===== src/rtl/rgb_to_hsv_pixel_macros.svh =====
// Assertion macros shared by the RGB to HSV pixel converter.
`ifndef RGB_TO_HSV_PIXEL_MACROS_SVH
`define RGB_TO_HSV_PIXEL_MACROS_SVH

// Same-cycle implication, sampled on clk_i and disabled while rst_ni is low.
`define RHSV_ASSERT(lbl, ante, cons, msg) \
  lbl: assert property (@(posedge clk_i) disable iff (!rst_ni) (ante) |-> (cons)) \
    else $error(msg);

// Next-cycle implication, sampled on clk_i and disabled while rst_ni is low.
`define RHSV_ASSERT_NXT(lbl, ante, cons, msg) \
  lbl: assert property (@(posedge clk_i) disable iff (!rst_ni) (ante) |=> (cons)) \
    else $error(msg);

`endif


===== src/rtl/rhsv_pkg.sv =====
// Types and constants shared by the RGB to HSV pixel converter.
`timescale 1ns / 1ps
`default_nettype none

package rhsv_pkg;

  localparam int unsigned ChanW         = 8;
  localparam int unsigned HueDivW       = 11;
  localparam int unsigned SatDivW       = ChanW;
  localparam int unsigned QuoW          = 16;
  localparam int unsigned StepsPerStage = 4;
  localparam int unsigned NumDivStages  = QuoW / StepsPerStage;

  typedef struct packed {
    logic [HueDivW-1:0] hue_rem;
    logic [HueDivW-1:0] hue_div;
    logic [QuoW-1:0]    hue_quo;
    logic [SatDivW-1:0] sat_rem;
    logic [SatDivW-1:0] sat_div;
    logic [QuoW-1:0]    sat_num;
    logic [QuoW-1:0]    sat_quo;
    logic [ChanW-1:0]   bright;
  } div_data_t;

endpackage

`default_nettype wire


===== src/rtl/rhsv_div_stage.sv =====
// One pipeline stage of the hue and saturation restoring dividers.
`timescale 1ns / 1ps
`default_nettype none

module rhsv_div_stage
  import rhsv_pkg::*;
(
  input  wire logic      clk_i,
  input  wire logic      rst_ni,
  input  wire logic      valid_i,
  output logic           ready_o,
  input  wire div_data_t data_i,
  output logic           valid_o,
  input  wire logic      ready_i,
  output div_data_t      data_o
);

  div_data_t          data_d;
  div_data_t          data_q;
  logic               valid_q;
  logic [HueDivW:0]   hue_shift;
  logic [SatDivW:0]   sat_shift;

  always_comb begin
    data_d    = data_i;
    hue_shift = '0;
    sat_shift = '0;
    for (int unsigned s = 0; s < StepsPerStage; s++) begin
      hue_shift = {data_d.hue_rem, 1'b0};
      if (hue_shift >= {1'b0, data_d.hue_div}) begin
        data_d.hue_rem = HueDivW'(hue_shift - {1'b0, data_d.hue_div});
        data_d.hue_quo = {data_d.hue_quo[QuoW-2:0], 1'b1};
      end else begin
        data_d.hue_rem = hue_shift[HueDivW-1:0];
        data_d.hue_quo = {data_d.hue_quo[QuoW-2:0], 1'b0};
      end
      sat_shift = {data_d.sat_rem, data_d.sat_num[QuoW-1]};
      data_d.sat_num = {data_d.sat_num[QuoW-2:0], 1'b0};
      if (sat_shift >= {1'b0, data_d.sat_div}) begin
        data_d.sat_rem = SatDivW'(sat_shift - {1'b0, data_d.sat_div});
        data_d.sat_quo = {data_d.sat_quo[QuoW-2:0], 1'b1};
      end else begin
        data_d.sat_rem = sat_shift[SatDivW-1:0];
        data_d.sat_quo = {data_d.sat_quo[QuoW-2:0], 1'b0};
      end
    end
  end

  assign ready_o = !valid_q || ready_i;

  always_ff @(posedge clk_i or negedge rst_ni) begin
    if (!rst_ni) begin
      valid_q <= 1'b0;
    end else if (ready_o) begin
      valid_q <= valid_i;
    end
  end

  always_ff @(posedge clk_i) begin
    if (ready_o && valid_i) begin
      data_q <= data_d;
    end
  end

  assign valid_o = valid_q;
  assign data_o  = data_q;

endmodule

`default_nettype wire


===== src/rtl/rgb_to_hsv_pixel.sv =====
// Top level of the RGB to HSV pixel converter.
//
// The input channel takes one packed color word per beat on rgb_word_i, with
// red in bits 7:0, green in 15:8 and blue in 23:16; the top byte is ignored.
// The output channel gives hue, saturation and brightness for each pixel, in
// the order the pixels came in, one result beat per input beat.
// Both channels use a valid and ready handshake.
// The datapath is a five-register pipeline: a front stage finds the maximum,
// minimum, spread and hue sector, and four divider stages each resolve four
// quotient bits of the hue and saturation divisions.
// A taken beat passes through the front register and then the divider stage registers before its result is offered.
// The block takes one pixel per cycle when the receiver keeps ready high.
// When the receiver stalls, each stage holds its beat and empty stages keep
// filling, so input ready falls only once all five registers hold data.
// Reset clears every valid bit, so the pipeline starts empty.
`timescale 1ns / 1ps
`default_nettype none

`include "rgb_to_hsv_pixel_macros.svh"

module rgb_to_hsv_pixel
  import rhsv_pkg::*;
(
  input  wire logic         clk_i,
  input  wire logic         rst_ni,
  input  wire logic         in_valid_i,
  output logic              in_ready_o,
  input  wire logic [31:0]  rgb_word_i,
  output logic              out_valid_o,
  input  wire logic         out_ready_i,
  output logic [15:0]       hue_o,
  output logic [15:0]       saturation_o,
  output logic [7:0]        brightness_o
);

  logic [ChanW-1:0]       red;
  logic [ChanW-1:0]       green;
  logic [ChanW-1:0]       blue;
  logic [ChanW-1:0]       hi;
  logic [ChanW-1:0]       lo;
  logic [ChanW-1:0]       spread;
  logic [HueDivW-1:0]     spread_w;
  logic [HueDivW-1:0]     six_d;
  logic [HueDivW-1:0]     hue_num;
  logic [ChanW+QuoW-1:0]  sat_full;
  logic                   grey;
  div_data_t              front_d;
  div_data_t              front_data_q;
  logic                   front_valid_q;

  div_data_t              data  [NumDivStages+1];
  logic [NumDivStages:0]  vld;
  logic [NumDivStages+1:0] acc;

  always_comb begin
    red      = rgb_word_i[7:0];
    green    = rgb_word_i[15:8];
    blue     = rgb_word_i[23:16];
    hi       = (red >= green) ? red : green;
    hi       = (hi >= blue) ? hi : blue;
    lo       = (red <= green) ? red : green;
    lo       = (lo <= blue) ? lo : blue;
    spread   = hi - lo;
    grey     = (spread == '0);
    spread_w = HueDivW'(spread);
    six_d    = (spread_w << 2) + (spread_w << 1);

    if ((red >= green) && (red >= blue)) begin
      if (green >= blue) begin
        hue_num = HueDivW'(green - blue);
      end else begin
        hue_num = six_d - HueDivW'(blue - green);
      end
    end else if (green >= blue) begin
      hue_num = (spread_w << 1) + HueDivW'(blue) - HueDivW'(red);
    end else begin
      hue_num = (spread_w << 2) + HueDivW'(red) - HueDivW'(green);
    end

    sat_full = {spread, {QuoW{1'b0}}} - (ChanW+QuoW)'(spread);

    front_d.hue_rem = grey ? '0 : hue_num;
    front_d.hue_div = grey ? HueDivW'(1) : six_d;
    front_d.hue_quo = '0;
    front_d.sat_rem = sat_full[ChanW+QuoW-1:QuoW];
    front_d.sat_div = grey ? SatDivW'(1) : hi;
    front_d.sat_num = sat_full[QuoW-1:0];
    front_d.sat_quo = '0;
    front_d.bright  = hi;
  end

  assign acc[0]               = !front_valid_q || acc[1];
  assign acc[NumDivStages+1]  = out_ready_i;
  assign in_ready_o           = acc[0];

  always_ff @(posedge clk_i or negedge rst_ni) begin
    if (!rst_ni) begin
      front_valid_q <= 1'b0;
    end else if (acc[0]) begin
      front_valid_q <= in_valid_i;
    end
  end

  always_ff @(posedge clk_i) begin
    if (acc[0] && in_valid_i) begin
      front_data_q <= front_d;
    end
  end

  assign vld[0]  = front_valid_q;
  assign data[0] = front_data_q;

  for (genvar k = 0; k < NumDivStages; k++) begin : g_div
    rhsv_div_stage u_stage (
      .clk_i   (clk_i),
      .rst_ni  (rst_ni),
      .valid_i (vld[k]),
      .ready_o (acc[k+1]),
      .data_i  (data[k]),
      .valid_o (vld[k+1]),
      .ready_i (acc[k+2]),
      .data_o  (data[k+1])
    );
  end

  assign out_valid_o  = vld[NumDivStages];
  assign hue_o        = data[NumDivStages].hue_quo;
  assign saturation_o = data[NumDivStages].sat_quo;
  assign brightness_o = data[NumDivStages].bright;

  `RHSV_ASSERT(a_full_when_blocked, !in_ready_o, &vld, "input blocked with a free stage")
  `RHSV_ASSERT_NXT(a_front_loaded, in_valid_i && in_ready_o, front_valid_q,
                   "taken beat not in front stage")
  `RHSV_ASSERT(a_grey_hue_zero, out_valid_o && (saturation_o == 16'd0), hue_o == 16'd0,
               "grey pixel with nonzero hue")

endmodule

`default_nettype wire

===== config.mk =====
export PLATFORM = sky130hd
export DESIGN_NAME = rgb_to_hsv_pixel
export DESIGN_NICKNAME = d
export VERILOG_FILES = /design/src/rtl/rhsv_pkg.sv /design/src/rtl/rhsv_div_stage.sv /design/src/rtl/rgb_to_hsv_pixel.sv
export VERILOG_INCLUDE_DIRS = /design/src /design/src/rtl
export SDC_FILE = /design/constraint.sdc
export NUM_CORES = 1
export LEC_CHECK = 0
export ABC_AREA = 1
export BUFFER_PORTS_ARGS = -buffer_cell sky130_fd_sc_hd__buf_4
export CAP_MARGIN = 20
export CELL_PAD_IN_SITES_DETAIL_PLACEMENT = 0
export CELL_PAD_IN_SITES_GLOBAL_PLACEMENT = 2
export CORE_ASPECT_RATIO = 1.25
export CORE_MARGIN = 2
export CORE_UTILIZATION = 43
export CTS_CLUSTER_DIAMETER = 200
export DETAILED_ROUTE_END_ITERATION = 12
export GPL_TIMING_DRIVEN = 0
export PLACE_DENSITY_LB_ADDON = 0.15
export SYNTH_ARGS = -nofsm -noshare
export SYNTH_HDL_FRONTEND = slang
export SYNTH_SLANG_ARGS = --single-unit

===== constraint.sdc =====
create_clock -name clk_i -period 16.08 [get_ports clk_i]
set_input_delay 1.608 -clock clk_i [delete_from_list [all_inputs] [get_ports clk_i]]
set_output_delay 1.608 -clock clk_i [all_outputs]
set_load 0.05 [all_outputs]

==> results.cfg, run 1 <==
[synth]
ys_types = 65
yosysWarnings = 0
syn_area_um2 = 30100
synth_top_area_share_pct = 31.1
synth.avg_cell_area_um2 = 8.12
ys_seq_area_share_pct = 31.5
syn_nets = 4172
synth_area_leaders = edfxtp_1 (31%), ha_1 (16%), nand2_1 (11%)
synthArstFlopShare_pct = 1.58
synth_edf_count = 311
yosys_register_bits = 316
ys_dominant_reg_cell = edfxtp_1
syn_inst = 3703
yosys.area.top_type = edfxtp_1

[timing]
slew_viol_final = 0
clock_skew_ns = 0.0245
setup_viol = 0
max_freq_ghz = 0.104
hold_slack_ns = 0.409
worst_pin_slew_ns = 0.893
tns_ns = 0
min_period_over_period_pct = 59.8
slew_headroom_pct = 40.3
rsz0062_at_grt = no
layout_min_cycle_time_ns = 9.61
hold_viol_final = 0

[finish]
diodes = 0
drive_above_1_share_pct = 9.36
final_cell_mix = nand2_1 (856), inv_1 (482), ha_1 (393)
layout_commonest_cell = nand2_1
area.growth.synth_to_final_pct = 10.6
ff_latch_area_um2 = 9460
fin_area_um2 = 33300
nFillCells = 6783
nets = 4288
multiInputGateArea_um2 = 18100

[critical_path]
cp_common_cell = nand2_1
worstSetupPathType = in2reg
endpoint_kind = flip-flop
critPathLaunchType = input port
cp.required_ns = 16.47
slowest_delay_ns = 0.73
arrival_ns = 10.00
crit_path_max_fanout = 10
cpMaxStageDelayCell = xor2_1

[clock_tree]
htree_levels = 2
cts_tree = built
hold_buffers = 0
cts_root_buffer = clkbuf_16
post-cts-setup-buffers = 0
cts.path.max_buffers = 3
cts_sinks = 316
numCtsBuffers = 38
path_clk_slew_ns = 0.06
clk_latency_ns = 0.58
post_cts_resize_count = 0

[placement]
post-dp-hpwl_um = 66600
place_area_um2 = 31900
place_congestion = 0.900
io_buffers = 69

[grt]
grt_max_degree = 66
antenna_found_initial = 0
overflow = 0
grt_pass1_wl_um = 130000
track_usage_pct = 22.9
grt_pass1_vias = 24600

[detailed_routing]
drtIter0Drc = 1427
drcViolationCount = 0
viasPerCell = 5.20
avgRoutedWirePerCell_um = 17.0
drtAntennaViolNets = 0
firstDrtPassIters = 5
vias = 24900
finalWirelength_um = 81300

[floorplanning]
start_util_pct = 43.4
die_w_um = 241
io_pins = 78
fp.dieArea_um2 = 72100
core-area_um2 = 69300
rows = 108
die_h_um = 300

[outcome]
status = complete, no violations

[min_path]
hp-class = reg2reg

[flow_run]
maxCapViolations = 0
==> critical path: cells and delay by family <==
kind	cells	cell delay [ns]
compound gates	8	2.06
fa+ha+maj	7	2.38
xor+xnor	1	0.73
simple gates	19	1.89
buf+inv	8	1.32
==> sequential cells by signal, indices dropped and copies added (netlist names) <==
signal / flops
g_div.u_stage.valid_o: 4
data: 61
g_div.u_stage.data_o: 250
front_valid_q: 1
==> layer usage <==
layer	track usage, %	share of wire [%]	vias to the layer above
met3	2.26	3.9	110
met2	40.1	49	491
li1	-	-	12700
met4	7.19	3.0	0
met5	0	0	-
met1	29.4	44	11600
==> final timing paths <==
path | depth (start not counted) | endpoint | slack, ns | from
min | 0 | g_div[3].u_stage.data_o[65] | 0.41 | g_div[2].u_stage.data_o[61]
min in group asynchronous | 1 | g_div[3].u_stage.valid_o | 0.81 | rst_ni
min reg2reg | 0 | g_div[3].u_stage.data_o[65] | 0.41 | g_div[2].u_stage.data_o[61]
max reg2reg | 44 | g_div[1].u_stage.data_o[92] | 7.60 | g_div[0].u_stage.data_o[72]
max in group asynchronous | 1 | front_valid_q | 15.15 | rst_ni
max | 43 | data[469] | 6.47 | rgb_word_i[0]
==> cells in the mapped netlist (22+ instances only) <==
master	count
a21oi_1	296
inv_1	484
fa_1	40
xor2_1	173
xnor2_1	67
nand4_1	41
nand3_1	173
buf_4	48
nand2_2	24
o21bai_1	27
o21ai_1	45
or2_2	22
nand2_1	856
nor3_1	32
edfxtp_1	311
ha_1	393
nor2_1	199
o21ai_0	197
==> cell families (layout without fill, tap and decap cells) <==
family                     Yosys count  in the layout  synth area share (%)
AOI/OAI and AO/OA                  701            701                  13.3
and+or+nand+nor                   1424           1424                  20.8
muxes                                2              2                0.0749
adders and majority gates          433            433                  19.0
DFF                                316            316                  31.5
buffers and inverters              587            731                  8.36
xor gates and xnor gates           240            240                  6.99
==> per-stage QoR <==
stage,std cells,worst slack [ns],util [%]
floorplan,3703,8.11,-
global placement,4707,6.05,45.8
detailed placement,4714,5.97,46.1
CTS,4782,6.53,48.0
global route,4782,5.67,48.0
finish,4782,6.47,48.0
==> area by class of cell <==
cell class,count,area share [%]
inverter,505,5.74
buffer,82,1.84
clock inverter,25,1.01
sequential,316,28.5
tap,935,3.52
clock buffer,43,2.92
timing repair buffer,76,2.05
multi-input combinational,2800,54.5
Power of run 1 is not shown: default switching activity piles up to over one toggle a cycle in this logic, so the estimate is an artifact.
==> run 2, diff against run 1 <==
ABC_AREA = 0   (was 1)
CORE_UTILIZATION = 38   (was 43)
clock period = 8.6 ns   (was 16.08 ns; I/O delays follow)
==> run 2 against run 1 <==
The flow now finishes with violations (setup timing). Final area increased by 8.9%. Register-to-register slack got worse by 7.8 ns. Highest routed layer is now met5. Global-route usage decreased by 1.3 points. Routed wire length increased by 6.4%. Critical path depth decreased by 6.
==> results.cfg, run 2 <==
[critical_path]
reg2reg_depth = 37
worstSetupPathType = reg2reg
endpoint_kind = flip-flop
cpMaxStageDelayCell = edfxtp_1
slowest_delay_ns = 0.48
arrival_ns = 9.12
critPathLaunchType = flip-flop
cp.required_ns = 8.92
crit_path_max_fanout = 8

[detailed_routing]
viasPerCell = 5.35
firstDrtPassIters = 7
avgRoutedWirePerCell_um = 19.4
drtAntennaViolNets = 0
drtIter0Drc = 1129
vias = 23900
finalWirelength_um = 86500
drcViolationCount = 0

[min_path]
hp-class = in2async

[synth]
syn_nets = 3556
synth_edf_count = 311
syn_inst = 3087
ys_types = 104
synth_area_leaders = edfxtp_1 (32%), ha_1 (17%), xnor2_1 (4.5%)
synth_commonest_cells = ha_1 (393), edfxtp_1 (311), inv_1 (257)
yosysWarnings = 0
synth_top_area_share_pct = 31.6
syn_area_um2 = 29500
ys_seq_area_share_pct = 32.0
synthArstFlopShare_pct = 1.58
yosysMostFrequentCell = ha_1
yosys_register_bits = 316
synth.avg_cell_area_um2 = 9.57
ys_dominant_reg_cell = edfxtp_1
yosys.area.top_type = edfxtp_1

[timing]
rsz0062_at_grt = yes
hold_viol_final = 0
post-route-worst-setup-slack_ns = -0.200
worst_pin_slew_ns = 0.910
slew_headroom_pct = 37.8
min_period_over_period_pct = 102
max_freq_ghz = 0.114
setup_viol = 22
layout_min_cycle_time_ns = 8.80
tns_ns = -2.81
clock_skew_ns = 0.0198
slew_viol_final = 0

[placement]
place_area_um2 = 31700
dp_slack_ns = -2.55
io_buffers = 69
post-dp-hpwl_um = 66700
place_congestion = 0.897

[grt]
grt_max_degree = 65
grt_pass1_wl_um = 134000
track_usage_pct = 21.5
grt_pass1_vias = 24200
antenna_found_initial = 1
overflow = 0

[floorplanning]
io_pins = 78
die_w_um = 253
rows = 114
start_util_pct = 38.3
core-area_um2 = 77200
fp.dieArea_um2 = 80000
die_h_um = 316

[finish]
drive_above_1_share_pct = 24.1
largest_register_ffs = 250
final_util_pct = 46.9
fin_area_um2 = 36200
nets = 3867
final_cell_mix = ha_1 (357), edfxtp_1 (311), buf_4 (301)
area.growth.synth_to_final_pct = 22.6
diodes = 0
layout_commonest_cell = ha_1

[clock_tree]
cts_root_buffer = clkbuf_16
htree_levels = 2
path_clk_slew_ns = 0.06
cts_tree = built
numCtsBuffers = 38
clk_latency_ns = 0.58
cts.path.max_buffers = 3
hold_buffers = 0
cts_sinks = 316

[outcome]
status = finished with violations
violations = setup timing

[flow_run]
maxCapViolations = 0
## run 2: layout make-up
class                   instances  area [um^2]
clock inverters                26          255
clock buffers                  41          962
plain buffers                  85          683
well taps                    1044         1310
inverters                     265         1060
multi-input cells            2419        20300
repair buffers                273         2240
fillers                      7250        40900
flip-flops and latches        316         9460
## run 2: critical path, delay by kind of cell (launching register included)
kind            cells  cell delay (ns)
compound gates     19             4.01
simple gates        8             1.81
mux                 2             0.49
buf+inv             4             0.62
fa+ha+maj           4             1.15
flops               1             0.48
## run 2: stage by stage
| step | cells | hold WS (ns) |
|---|---|---|
| detailed placement | 4206 | 0.405 |
| global placement | 4200 | 0.401 |
| floorplan | 3087 | 0.400 |
| global route | 4469 | 0.0434 |
| finish | 4469 | 0.0749 |
| CTS | 4405 | 0.0391 |
## run 2: per-layer routing
layer / part of all wire [%] / vias up / wire [um] / global-route usage (%)
li1: - / 11900 / - / -
met1: 43 / 11500 / 37300 / 26.1
met2: 51 / 387 / 44000 / 39.5
met3: 2.8 / 133 / 2440 / 2.31
met4: 3.2 / 2 / 2780 / 7.26
met5: 0.012 / - / 10 / 0
## run 2: logic make-up (layout without fill, tap and decap cells)
| logic type | Yosys count | in the layout | share of synthesized area [%] |
|---|---|---|---|
| muxes | 147 | 147 | 5.45 |
| DFF | 316 | 316 | 32.0 |
| buffers and inverters | 354 | 690 | 5.09 |
| adders and majority gates | 435 | 435 | 19.4 |
| xor gates and xnor gates | 221 | 221 | 6.62 |
| and+or+nand+nor | 784 | 786 | 13.1 |
| AOI/OAI and AO/OA | 830 | 830 | 18.3 |
## run 2: path summary, 6_finish.rpt
| check | start | to | slack, ns |
|---|---|---|---|
| worst min-delay path | rst_ni | g_div[3].u_stage.valid_o | 0.07 |
| max in group asynchronous | rst_ni | g_div[1].u_stage.valid_o | 8.42 |
| worst max-delay path | g_div[1].u_stage.data_o[83] | g_div[2].u_stage.data_o[89] | -0.20 |
| min in group clk_i | g_div[2].u_stage.data_o[0] | g_div[3].u_stage.data_o[0] | 0.41 |
| worst min register to register | g_div[2].u_stage.data_o[0] | g_div[3].u_stage.data_o[0] | 0.41 |
| worst max register to register | g_div[1].u_stage.data_o[83] | g_div[2].u_stage.data_o[89] | -0.20 |
## run 2: repair_timing
item                                    in CTS  in global routing
hold endpoints to repair                     0                  0
pin swaps                                   94                101
endpoints found under the setup margin      99                 94
cloned                                       5                  0
resized for setup                          285                177
setup buffers                              129                 66
Power of run 2 is left out for the same reason.
